`src/rtl/core/perfect_triple_matching_search_assert.svh`:
```
// ----------------------------------------------------------------------------
// perfect_triple_matching_search assertion macros
// shared concurrent assertion forms for the search block
// ----------------------------------------------------------------------------
`ifndef PERFECT_TRIPLE_MATCHING_SEARCH_ASSERT_SVH
`define PERFECT_TRIPLE_MATCHING_SEARCH_ASSERT_SVH

// same-cycle implication
`define PTMS_ASSERT_NOW(lbl, clk, rst_n, ante, cons) \
    lbl: assert property (@(posedge clk) disable iff (!(rst_n)) (ante) |-> (cons)) \
        else $error("ptms assertion failed");

// next-cycle implication
`define PTMS_ASSERT_NEXT(lbl, clk, rst_n, ante, cons) \
    lbl: assert property (@(posedge clk) disable iff (!(rst_n)) (ante) |=> (cons)) \
        else $error("ptms assertion failed");

`endif

```
`src/rtl/core/ptms_pkg.sv`:
```
// ----------------------------------------------------------------------------
// ptms_pkg
// types and constants shared by the matching search block
// ----------------------------------------------------------------------------
`default_nettype none

package ptms_pkg;

    localparam int STORE_AW    = 9;
    localparam int STORE_DEPTH = 512;
    localparam int CFG_W       = 4;
    localparam logic [CFG_W-1:0] SIZE_RESET = 4'd8;

    typedef logic [STORE_AW-1:0] t_addr;

    // cube store read request from the walker
    typedef struct packed {
        logic  en;
        t_addr addr;
    } t_rd_req;

    // walker status toward the top level
    typedef struct packed {
        logic busy;
        logic done;
        logic is_strong;
    } t_walk_sts;

endpackage

`default_nettype wire

```
`src/rtl/core/ptms_ram.sv`:
```
// ----------------------------------------------------------------------------
// ptms_ram
// generic simple dual-port ram, one write port, one registered read port
// ----------------------------------------------------------------------------
`default_nettype none

module ptms_ram #(
    parameter int WIDTH = 1,
    parameter int DEPTH = 512
) (
    input  wire logic                     i_clk,
    input  wire logic                     i_we,
    input  wire logic [$clog2(DEPTH)-1:0] i_waddr,
    input  wire logic [WIDTH-1:0]         i_wdata,
    input  wire logic                     i_re,
    input  wire logic [$clog2(DEPTH)-1:0] i_raddr,
    output logic      [WIDTH-1:0]         o_rdata
);

    logic [WIDTH-1:0] r_mem [DEPTH];

    always_ff @(posedge i_clk) begin
        if (i_we) begin
            r_mem[i_waddr] <= i_wdata;
        end
        if (i_re) begin
            o_rdata <= r_mem[i_raddr];
        end
    end

endmodule

`default_nettype wire

```
`src/rtl/core/ptms_walker.sv`:
```
// ----------------------------------------------------------------------------
// ptms_walker
// backtracking search for a non-identity all-true row matching
// ----------------------------------------------------------------------------
`default_nettype none

module ptms_walker #(
    parameter int MAX_SIZE = 8
) (
    input  wire logic                                        i_clk,
    input  wire logic                                        i_rst_n,
    input  wire logic                                        i_start,
    input  wire logic [((MAX_SIZE > 1) ? $clog2(MAX_SIZE) : 1)-1:0] i_size_m1,
    output ptms_pkg::t_rd_req                                o_rd,
    input  wire logic                                        i_rd_data,
    output ptms_pkg::t_walk_sts                              o_sts
);

    import ptms_pkg::*;

    localparam int IW = (MAX_SIZE > 1) ? $clog2(MAX_SIZE) : 1;

    localparam logic [1:0] ST_IDLE  = 2'd0;
    localparam logic [1:0] ST_ADV   = 2'd1;
    localparam logic [1:0] ST_PROBE = 2'd2;
    localparam logic [1:0] ST_CHECK = 2'd3;

    logic [1:0]          r_state, n_state;
    logic [IW-1:0]       r_row, n_row;
    logic [IW-1:0]       r_cj, n_cj;
    logic [IW-1:0]       r_ck, n_ck;
    logic [MAX_SIZE-1:0] r_used_b, n_used_b;
    logic [MAX_SIZE-1:0] r_used_c, n_used_c;
    logic [IW-1:0]       r_sel_j [MAX_SIZE];
    logic [IW-1:0]       r_sel_k [MAX_SIZE];
    logic [IW-1:0]       n_sel_j [MAX_SIZE];
    logic [IW-1:0]       n_sel_k [MAX_SIZE];
    t_addr               r_row_base, n_row_base;
    t_addr               r_ss, n_ss;
    logic                r_done, n_done;
    logic                r_strong, n_strong;

    t_addr               s_w;
    t_addr               col_off;
    logic [IW-1:0]       row_prev;
    logic                id_prefix;

    assign s_w      = t_addr'(i_size_m1) + t_addr'(1);
    assign col_off  = t_addr'(t_addr'(r_cj) * s_w);
    assign row_prev = r_row - 1'b1;

    // set when the rows above the current one all sit on the diagonal
    always_comb begin
        id_prefix = 1'b1;
        for (int i = 0; i < MAX_SIZE; i++) begin
            if (IW'(i) < r_row) begin
                if ((r_sel_j[i] != IW'(i)) || (r_sel_k[i] != IW'(i))) begin
                    id_prefix = 1'b0;
                end
            end
        end
    end

    always_comb begin
        n_state    = r_state;
        n_row      = r_row;
        n_cj       = r_cj;
        n_ck       = r_ck;
        n_used_b   = r_used_b;
        n_used_c   = r_used_c;
        n_sel_j    = r_sel_j;
        n_sel_k    = r_sel_k;
        n_row_base = r_row_base;
        n_ss       = r_ss;
        n_done     = 1'b0;
        n_strong   = r_strong;
        o_rd.en    = 1'b0;
        o_rd.addr  = r_row_base + col_off + t_addr'(r_ck);

        unique case (r_state)
            ST_IDLE: begin
                if (i_start) begin
                    n_row      = '0;
                    n_cj       = '0;
                    n_ck       = '0;
                    n_used_b   = '0;
                    n_used_c   = '0;
                    n_row_base = '0;
                    n_ss       = t_addr'(s_w * s_w);
                    n_state    = ST_PROBE;
                end
            end
            ST_ADV: begin
                if (r_ck != i_size_m1) begin
                    n_ck    = r_ck + 1'b1;
                    n_state = ST_PROBE;
                end else if (r_cj != i_size_m1) begin
                    n_ck    = '0;
                    n_cj    = r_cj + 1'b1;
                    n_state = ST_PROBE;
                end else if (r_row == '0) begin
                    // every branch exhausted
                    n_done   = 1'b1;
                    n_strong = 1'b1;
                    n_state  = ST_IDLE;
                end else begin
                    // pop one row and resume after its choice
                    n_row                      = row_prev;
                    n_cj                       = r_sel_j[row_prev];
                    n_ck                       = r_sel_k[row_prev];
                    n_used_b[r_sel_j[row_prev]] = 1'b0;
                    n_used_c[r_sel_k[row_prev]] = 1'b0;
                    n_row_base                 = r_row_base - r_ss;
                end
            end
            ST_PROBE: begin
                if (r_used_b[r_cj] || r_used_c[r_ck]) begin
                    n_state = ST_ADV;
                end else begin
                    o_rd.en = 1'b1;
                    n_state = ST_CHECK;
                end
            end
            ST_CHECK: begin
                if (!i_rd_data) begin
                    n_state = ST_ADV;
                end else if (r_row == i_size_m1) begin
                    if (id_prefix && (r_cj == r_row) && (r_ck == r_row)) begin
                        // the all-identity pair does not count
                        n_state = ST_ADV;
                    end else begin
                        n_done   = 1'b1;
                        n_strong = 1'b0;
                        n_state  = ST_IDLE;
                    end
                end else begin
                    n_sel_j[r_row] = r_cj;
                    n_sel_k[r_row] = r_ck;
                    n_used_b[r_cj] = 1'b1;
                    n_used_c[r_ck] = 1'b1;
                    n_row          = r_row + 1'b1;
                    n_cj           = '0;
                    n_ck           = '0;
                    n_row_base     = r_row_base + r_ss;
                    n_state        = ST_PROBE;
                end
            end
            default: begin
                n_state = ST_IDLE;
            end
        endcase
    end

    always_ff @(posedge i_clk) begin
        if (!i_rst_n) begin
            r_state <= ST_IDLE;
            r_done  <= 1'b0;
        end else begin
            r_state <= n_state;
            r_done  <= n_done;
        end
        r_row      <= n_row;
        r_cj       <= n_cj;
        r_ck       <= n_ck;
        r_used_b   <= n_used_b;
        r_used_c   <= n_used_c;
        r_sel_j    <= n_sel_j;
        r_sel_k    <= n_sel_k;
        r_row_base <= n_row_base;
        r_ss       <= n_ss;
        r_strong   <= n_strong;
    end

    assign o_sts.busy      = (r_state != ST_IDLE);
    assign o_sts.done      = r_done;
    assign o_sts.is_strong = r_strong;

endmodule

`default_nettype wire

```
`src/rtl/core/perfect_triple_matching_search.sv`:
```
// ----------------------------------------------------------------------------
// perfect_triple_matching_search
// loads a boolean cube bit by bit, then searches for a non-identity
// permutation pair that hits only true entries
// ----------------------------------------------------------------------------
// channel   direction  handshake                   payload
// input     in         start high, busy low        i_cube_bit, i_last_bit
// result    out        o_done strobe, one cycle    o_is_strong
// config    in         i_cfg_valid & o_cfg_ready   i_cfg_data (size in use)
//
// loading takes one cube bit per cycle, busy stays low while loading
// the transaction with the last bit starts a depth-first walk over rows;
// each candidate (column, slice) of a row is probed, read through the
// single cube store read port if both are free, then checked and advanced
// the result strobe is registered with the return to idle, busy is low then
// reset is synchronous, active low; the result side cannot stall
// ----------------------------------------------------------------------------
`default_nettype none

module perfect_triple_matching_search #(
    parameter int MAX_SIZE = 8
) (
    input  wire logic                        i_clk,
    input  wire logic                        i_rst_n,
    input  wire logic                        start,
    output logic                             busy,
    input  wire logic                        i_cube_bit,
    input  wire logic                        i_last_bit,
    output logic                             o_done,
    output logic                             o_is_strong,
    input  wire logic                        i_cfg_valid,
    output logic                             o_cfg_ready,
    input  wire logic [ptms_pkg::CFG_W-1:0]  i_cfg_data
);

    import ptms_pkg::*;

    localparam int IW = (MAX_SIZE > 1) ? $clog2(MAX_SIZE) : 1;

    logic [CFG_W-1:0] r_size;
    t_addr            r_load_count;
    logic [CFG_W-1:0] size_clamp;
    logic [IW-1:0]    size_m1;
    logic             accept;
    logic             rd_data;
    t_rd_req          rd;
    t_walk_sts        sts;

    assign accept      = start && !busy;
    assign busy        = sts.busy;
    assign o_cfg_ready = !sts.busy;
    assign o_done      = sts.done;
    assign o_is_strong = sts.is_strong;

    always_comb begin
        if (r_size == '0) begin
            size_clamp = CFG_W'(1);
        end else if (r_size > CFG_W'(MAX_SIZE)) begin
            size_clamp = CFG_W'(MAX_SIZE);
        end else begin
            size_clamp = r_size;
        end
    end

    assign size_m1 = IW'(size_clamp - CFG_W'(1));

    always_ff @(posedge i_clk) begin
        if (!i_rst_n) begin
            r_size       <= SIZE_RESET;
            r_load_count <= '0;
        end else begin
            if (i_cfg_valid && o_cfg_ready) begin
                r_size <= i_cfg_data;
            end
            if (accept) begin
                // address wraps, a search restarts loading at zero
                r_load_count <= i_last_bit ? '0 : r_load_count + t_addr'(1);
            end
        end
    end

    ptms_ram #(
        .WIDTH (1),
        .DEPTH (STORE_DEPTH)
    ) u_cube (
        .i_clk   (i_clk),
        .i_we    (accept),
        .i_waddr (r_load_count),
        .i_wdata (i_cube_bit),
        .i_re    (rd.en),
        .i_raddr (rd.addr),
        .o_rdata (rd_data)
    );

    ptms_walker #(
        .MAX_SIZE (MAX_SIZE)
    ) u_walker (
        .i_clk     (i_clk),
        .i_rst_n   (i_rst_n),
        .i_start   (accept && i_last_bit),
        .i_size_m1 (size_m1),
        .o_rd      (rd),
        .i_rd_data (rd_data),
        .o_sts     (sts)
    );

`include "perfect_triple_matching_search_assert.svh"

    `PTMS_ASSERT_NEXT(a_last_starts_search, i_clk, i_rst_n, accept && i_last_bit, busy)
    `PTMS_ASSERT_NOW(a_done_after_walk, i_clk, i_rst_n, o_done, $past(busy))
    `PTMS_ASSERT_NOW(a_done_load_cleared, i_clk, i_rst_n, o_done, r_load_count == '0)

endmodule

`default_nettype wire
```
`config.mk`:
```
export PLATFORM = sky130hd
export DESIGN_NAME = perfect_triple_matching_search
export DESIGN_NICKNAME = d
export VERILOG_FILES = /design/src/rtl/core/ptms_pkg.sv /design/src/rtl/core/ptms_ram.sv /design/src/rtl/core/ptms_walker.sv /design/src/rtl/core/perfect_triple_matching_search.sv
export VERILOG_INCLUDE_DIRS = /design/src /design/src/rtl/core
export SDC_FILE = /design/constraint.sdc
export NUM_CORES = 1
export LEC_CHECK = 0
export ABC_CLOCK_PERIOD_IN_PS = 13350
export BUFFER_PORTS_ARGS = -buffer_cell sky130_fd_sc_hd__buf_2
export CAP_MARGIN = 20
export CORE_MARGIN = 2
export CORE_UTILIZATION = 40
export CTS_CLUSTER_DIAMETER = 60
export CTS_CLUSTER_SIZE = 10
export DETAILED_ROUTE_END_ITERATION = 8
export GPL_TIMING_DRIVEN = 1
export PLACE_DENSITY_LB_ADDON = 0.3
export SYNTH_ARGS = -nofsm -noshare
export SYNTH_HDL_FRONTEND = slang
export SYNTH_HIERARCHICAL = 1
export SYNTH_SLANG_ARGS = --single-unit
```
`constraint.sdc`:
```
create_clock -name i_clk -period 13.35 [get_ports i_clk]
set_input_delay 2.67 -clock i_clk [delete_from_list [all_inputs] [get_ports i_clk]]
set_output_delay 2.67 -clock i_clk [all_outputs]
set_load 0.02 [all_outputs]
```
==> impl_metrics.toml, run 1 <==
[drt]
first_iter_violations = 2058
vias = 18300
wl_per_cell_um = 22.9
drc = 0
dr.pass1.iters = 7
viasPerCell = 5.76
ant_nets = 0
wl_um = 72800

[worst_setup_path]
cp-end-kind = "flip-flop"
critPathLaunchType = "flip-flop"
crit_start = "r_size[1]$_SDFFE_PN0P_"
crit_arrival_ns = 7.68
crit_fanout = 35
path_class = "flip-flop to flip-flop"
required_ns = 13.84
rr_startpoint = "r_size[1]$_SDFFE_PN0P_"

[yosys]
synth_seq_cells = 619
syn_nets = 2285
async_flop_share_pct = 0
netlist.area_leader.share_pct = 61.9
synth_seq_area_share_pct = 63.0
synth.area.top_cells = "edfxtp_1 62%, nor2_1 7.5%, mux4_2 4.8%"
synth_warnings = 6
synthCells = 2220
synth.most_common_cell = "edfxtp_1"
synth_ff_type = "edfxtp_1"
synth-edff-count = 603
yosys.area.top_type = "edfxtp_1"
syn_avg_cell_area_um2 = 13.2
netlist_area_um2 = 29300
synthDistinctLibCells = 79
ys_top_cells_by_count = "603 x edfxtp_1, 582 x nor2_1, 126 x mux2i_1"

[die]
boundaryPins = 14
rows = 99
fp.dieH_um = 275
coreArea_um2 = 72700
die-area_um2 = 75400
initial_core_util_pct = 40.3
die_w_um = 275

[clocking]
postCtsHoldBufs = 0
cts_buffer_depth = 3
cts_sinks = 619
cts_made_buffers = 73
cts_tree = "built"
cts_resized = 0
cts_setup_buffers = 0
path_clk_slew_ns = 0.05
insertion_delay_ns = 0.63
cts_root_buffer = "clkbuf_16"
htree_levels = 3

[worst_hold_path]
worst_hold_path_type = "flip-flop to flip-flop"
hp-start = "r_size[3]$_SDFFE_PN1P_"

[timing]
rsz0062_at_grt = "false"
finalCritPeriodShare_pct = 53.9
finClkSkew_ns = 0.0462
drv_slew = 0
finalSetupViolations = 0
finalHoldWorstSlack_ns = 0.512
setup_tns_ns = 0
hold_viol = 0
timing.fmax_mhz = 139
relSlewSlack_pct = 34.8
worst_pin_slew_ns = 0.978
fin_crit_ns = 7.19

[layout]
drive_above_1_share_pct = 10.8
syn2layout_area_growth_pct = 9.89
insertedDiodeCount = 0
nNetsFinal = 2251
fin_util_pct = 44.2

[global_routing]
grt_pass1_wl_um = 110000
grt_pass1_vias = 17900
grt_overflow_total = 0
antenna_found_initial = 0
grt_max_degree = 155
grtUsageTotal_pct = 19.4

[placed_design]
place_congestion = 0.853
io_buffers = 13
dpl.hpwl_um = 43300

[run]
drv_cap = 0

[outcome]
outcome = "completed"
cells by family after synthesis:
| kind of cell | synth area share (%) |
|---|---|
| flops | 63.0 |
| simple gates | 11.7 |
| other cells | 0.0128 |
| buf+inv | 4.04 |
| mux | 11.3 |
| compound gates | 6.24 |
| fa+ha+maj | 2.61 |
| xor+xnor | 1.16 |
metrics by stage:
step / area, um^2 / std cells / setup WS, ns
after CTS: 32100 / 3170 / 6.18
after detailed placement: 30000 / 3066 / 6.22
final: 32200 / 3174 / 6.16
after global routing: 32200 / 3174 / 5.68
after floorplan: 29300 / 2220 / 7.94
after global placement: 29900 / 3064 / 6.48
cell type report:
cell class / instances / area [um^2]
Inverter: 56 / 210
Timing Repair Buffer: 56 / 518
Sequential cell: 619 / 18400
Multi-Input combinational cell: 1380 / 9740
Tap cell: 959 / 1200
Clock inverter: 10 / 138
Clock buffer: 94 / 1940
Fill cell: 6421 / 40500
sequential cells by signal, indices dropped and copies added, names as in the netlist, 4 cells and up:
register             cells
r_load_count             9
r_size                   4
u_cube/r_mem           512
u_walker/r_row_base      9
u_walker/r_sel_j        24
u_walker/r_sel_k        24
u_walker/r_ss            7
u_walker/r_used_b        8
u_walker/r_used_c        8
metal layers:
metal	track usage, %	up-vias	part of all wire [%]
met5	0	-	0
met4	5.26	0	1.9
met3	3.11	89	6.8
met2	31.4	662	48
met1	27.1	9391	43
li1	-	8128	-
placed cells by master (no fill, tap or decap), types with 7 or more instances in the layout:
cell type    n
nand3b_1     8
nor2_1     582
dfxtp_1     16
mux2i_1    126
buf_2       12
edfxtp_1   603
buf_4       37
o211ai_1    10
xnor2_1     19
a22oi_1      8
a31oi_1     15
nor2b_1     21
clkbuf_16   74
clkbuf_1    19
xor2_1      16
nand2_1     95
nor3_1      18
ha_1        43
o221ai_1    54
mux4_2      62
nand2b_1     9
inv_1       54
a21oi_1     68
o22ai_1     30
o31ai_1      7
fa_1        10
o21ai_0     26
mux4_1      22
and2_1      12
nand3_1     10
a211oi_1     7
critical path: stages, from the launching register on:
cell and delay (ns):
dfxtp_1 0.35, nor2_1 0.06, o21bai_1 0.68, ha_1 0.37
inv_1 0.23, ha_1 0.28, xor2_1 0.24, nand2_1 0.12
fa_1 0.58, fa_1 0.44, fa_1 0.54, inv_1 0.06
ha_1 0.27, a21o_1 0.17, a21oi_1 0.25, xnor2_2 0.14
buf_4 0.42, inv_1 0.23, buf_4 0.30, o221ai_1 0.14
o22ai_1 0.14, nor3_1 0.33, o31ai_1 0.16, a2111o_1 0.44
nand4_1 0.10
final timing paths:
path | end | slack, ns | depth (start not counted)
worst max register to register | u_cube/o_rdata$_DFFE_PP_ | 6.16 | 24
worst max-delay path | u_cube/o_rdata$_DFFE_PP_ | 6.16 | 24
worst min register to register | r_size[3]$_SDFFE_PN1P_ | 0.51 | 2
worst min-delay path | r_size[3]$_SDFFE_PN1P_ | 0.51 | 2
Power of run 1 is left out: the tool's default activity adds up to more than one toggle a clock period on the data nets, which glitch-free logic cannot reach.
==> inputs of run 2 (changes only) <==
--- a/config.mk
+++ b/config.mk
@@ -6,7 +6,7 @@
 export SDC_FILE = /design/constraint.sdc
 export NUM_CORES = 1
 export LEC_CHECK = 0
-export ABC_CLOCK_PERIOD_IN_PS = 13350
+export ABC_CLOCK_PERIOD_IN_PS = 6500
 export BUFFER_PORTS_ARGS = -buffer_cell sky130_fd_sc_hd__buf_2
 export CAP_MARGIN = 20
 export CORE_MARGIN = 2
==> constraint.sdc (replaced) <==
create_clock -name i_clk -period 6.5 [get_ports i_clk]
set_input_delay 1.3 -clock i_clk [delete_from_list [all_inputs] [get_ports i_clk]]
set_output_delay 1.3 -clock i_clk [all_outputs]
set_load 0.02 [all_outputs]
==> run 2 against run 1 <==
Via count decreased by 0.88%. Register-to-register slack got worse by 5.7 ns. Critical path depth shrank 4. Routed wire length decreased by 1.2%. Non-clock buffer count rose by 9. Worst hold slack improved by 0.022 ns. Clock skew down 0.021 ns. Core utilization is 0.26 points higher. First-iteration DRC count shrank 6.9%.
==> impl_metrics.toml, run 2 (synthesized netlist as in run 1, its figures left out) <==
[global_routing]
antenna_found_initial = 1
grt_pass1_vias = 17900
grt_max_degree = 319
grtUsageTotal_pct = 19.1
grt_pass1_wl_um = 109000
grt_overflow_total = 0

[worst_setup_path]
cp-end-kind = "flip-flop"
required_ns = 6.98
crit_arrival_ns = 6.49
path_class = "flip-flop to flip-flop"
critPathLaunchType = "flip-flop"
rr_startpoint = "r_size[2]$_SDFFE_PN0P_"
crit_fanout = 29
crit_start = "r_size[2]$_SDFFE_PN0P_"

[layout]
regMostFlops = "u_cube/r_mem"
largest_register_ffs = 512
final_cell_mix = "603 x edfxtp_1, 581 x nor2_1, 126 x mux2i_1"
syn2layout_area_growth_pct = 10.5
nNetsFinal = 2261
insertedDiodeCount = 0
final.fill_count = 6434
drive_above_1_share_pct = 11.6
finalInstanceArea_um2 = 32400
top_regs = "u_cube/r_mem: 512 flops, u_walker/r_sel_j: 24 flops, u_walker/r_sel_k: 24 flops"
final_common_cell = "edfxtp_1"

[worst_hold_path]
worst_hold_path_type = "flip-flop to flip-flop"
hp-start = "r_size[3]$_SDFFE_PN1P_"

[timing]
worst_pin_slew_ns = 1.45
fin_ws_ns = 0.488
setup_tns_ns = 0
rsz0062_at_grt = "false"
finClkSkew_ns = 0.0248
fin_crit_ns = 6.01
finalCritPeriodShare_pct = 92.5
hold_viol = 0
relSlewSlack_pct = 3.40
timing.fmax_mhz = 166
finalSetupViolations = 0
drv_slew = 0

[die]
boundaryPins = 14
die_w_um = 275
coreArea_um2 = 72700
fp.dieH_um = 275
rows = 99
die-area_um2 = 75400
initial_core_util_pct = 40.3

[drt]
ant_nets = 0
dr.pass1.iters = 6
drc = 0
wl_um = 71900
vias = 18100
viasPerCell = 5.69
first_iter_violations = 1916
wl_per_cell_um = 22.6

[clocking]
cts_buffer_depth = 3
cts_sinks = 619
postCtsHoldBufs = 0
cts_root_buffer = "clkbuf_16"
cts_resized = 0
insertion_delay_ns = 0.62
cts_made_buffers = 74
cts_tree = "built"
htree_levels = 3
cts_setup_buffers = 0
path_clk_slew_ns = 0.06

[placed_design]
io_buffers = 13
dpl.hpwl_um = 42500
post-place-ws_ns = 0.328
place_congestion = 0.834
place_area_um2 = 30100

[outcome]
outcome = "completed"

[run]
drv_cap = 0
-- run 2: critical path: stages, from the launching register on --
cell and delay [ns]:
dfxtp_1 0.36, nor2_1 0.06, o21bai_1 0.20, ha_1 0.26
inv_1 0.07, ha_1 0.21, xor2_1 0.26, nand2_1 0.12
fa_1 0.57, fa_1 0.43, fa_1 0.54, fa_1 0.45
inv_2 0.20, nand2b_2 0.25, buf_4 0.35, o221ai_1 0.29
o22ai_1 0.16, nor3_1 0.40, o31ai_1 0.14, a2111o_1 0.42
nand4_1 0.10
-- run 2: final timing paths --
kind / end / slack (ns) / depth (start not counted)
setup / recovery: u_cube/o_rdata$_DFFE_PP_ / 0.49 / 20
hold / removal: r_size[3]$_SDFFE_PN1P_ / 0.53 / 2
setup reg to reg: u_cube/o_rdata$_DFFE_PP_ / 0.49 / 20
hold reg to reg: r_size[3]$_SDFFE_PN1P_ / 0.53 / 2
-- run 2: cell type report --
class	count	area [um^2]	share of cell area [%]
timing repair buffer	65	594	1.84
clock inverter	11	179	0.553
inverter	56	214	0.661
multi-input combinational	1380	9770	30.2
clock buffer	90	1970	6.10
sequential	619	18400	57.0
tap	959	1200	3.71
-- run 2: routing by layer --
metal / up-vias / wire length, um / global-route usage, % / share of wire (%)
met5: - / 13 / 0 / 0.018
met1: 9250 / 30500 / 25.7 / 42
met4: 2 / 1870 / 6.58 / 2.6
met2: 612 / 34500 / 31.0 / 48
met3: 115 / 5060 / 3.78 / 7.0
li1: 8131 / - / - / -
-- run 2: per-stage QoR --
step	hold slack [ns]	instances	util [%]
3_3_place_gp	0.488	3075	41.4
4_1_cts	0.532	3178	44.4
3_5_place_dp	0.511	3077	41.5
5_1_grt	0.583	3180	44.5
6_report	0.534	3180	44.5
2_1_floorplan	0.462	2220	-
Power of run 2 is left out for the same reason.
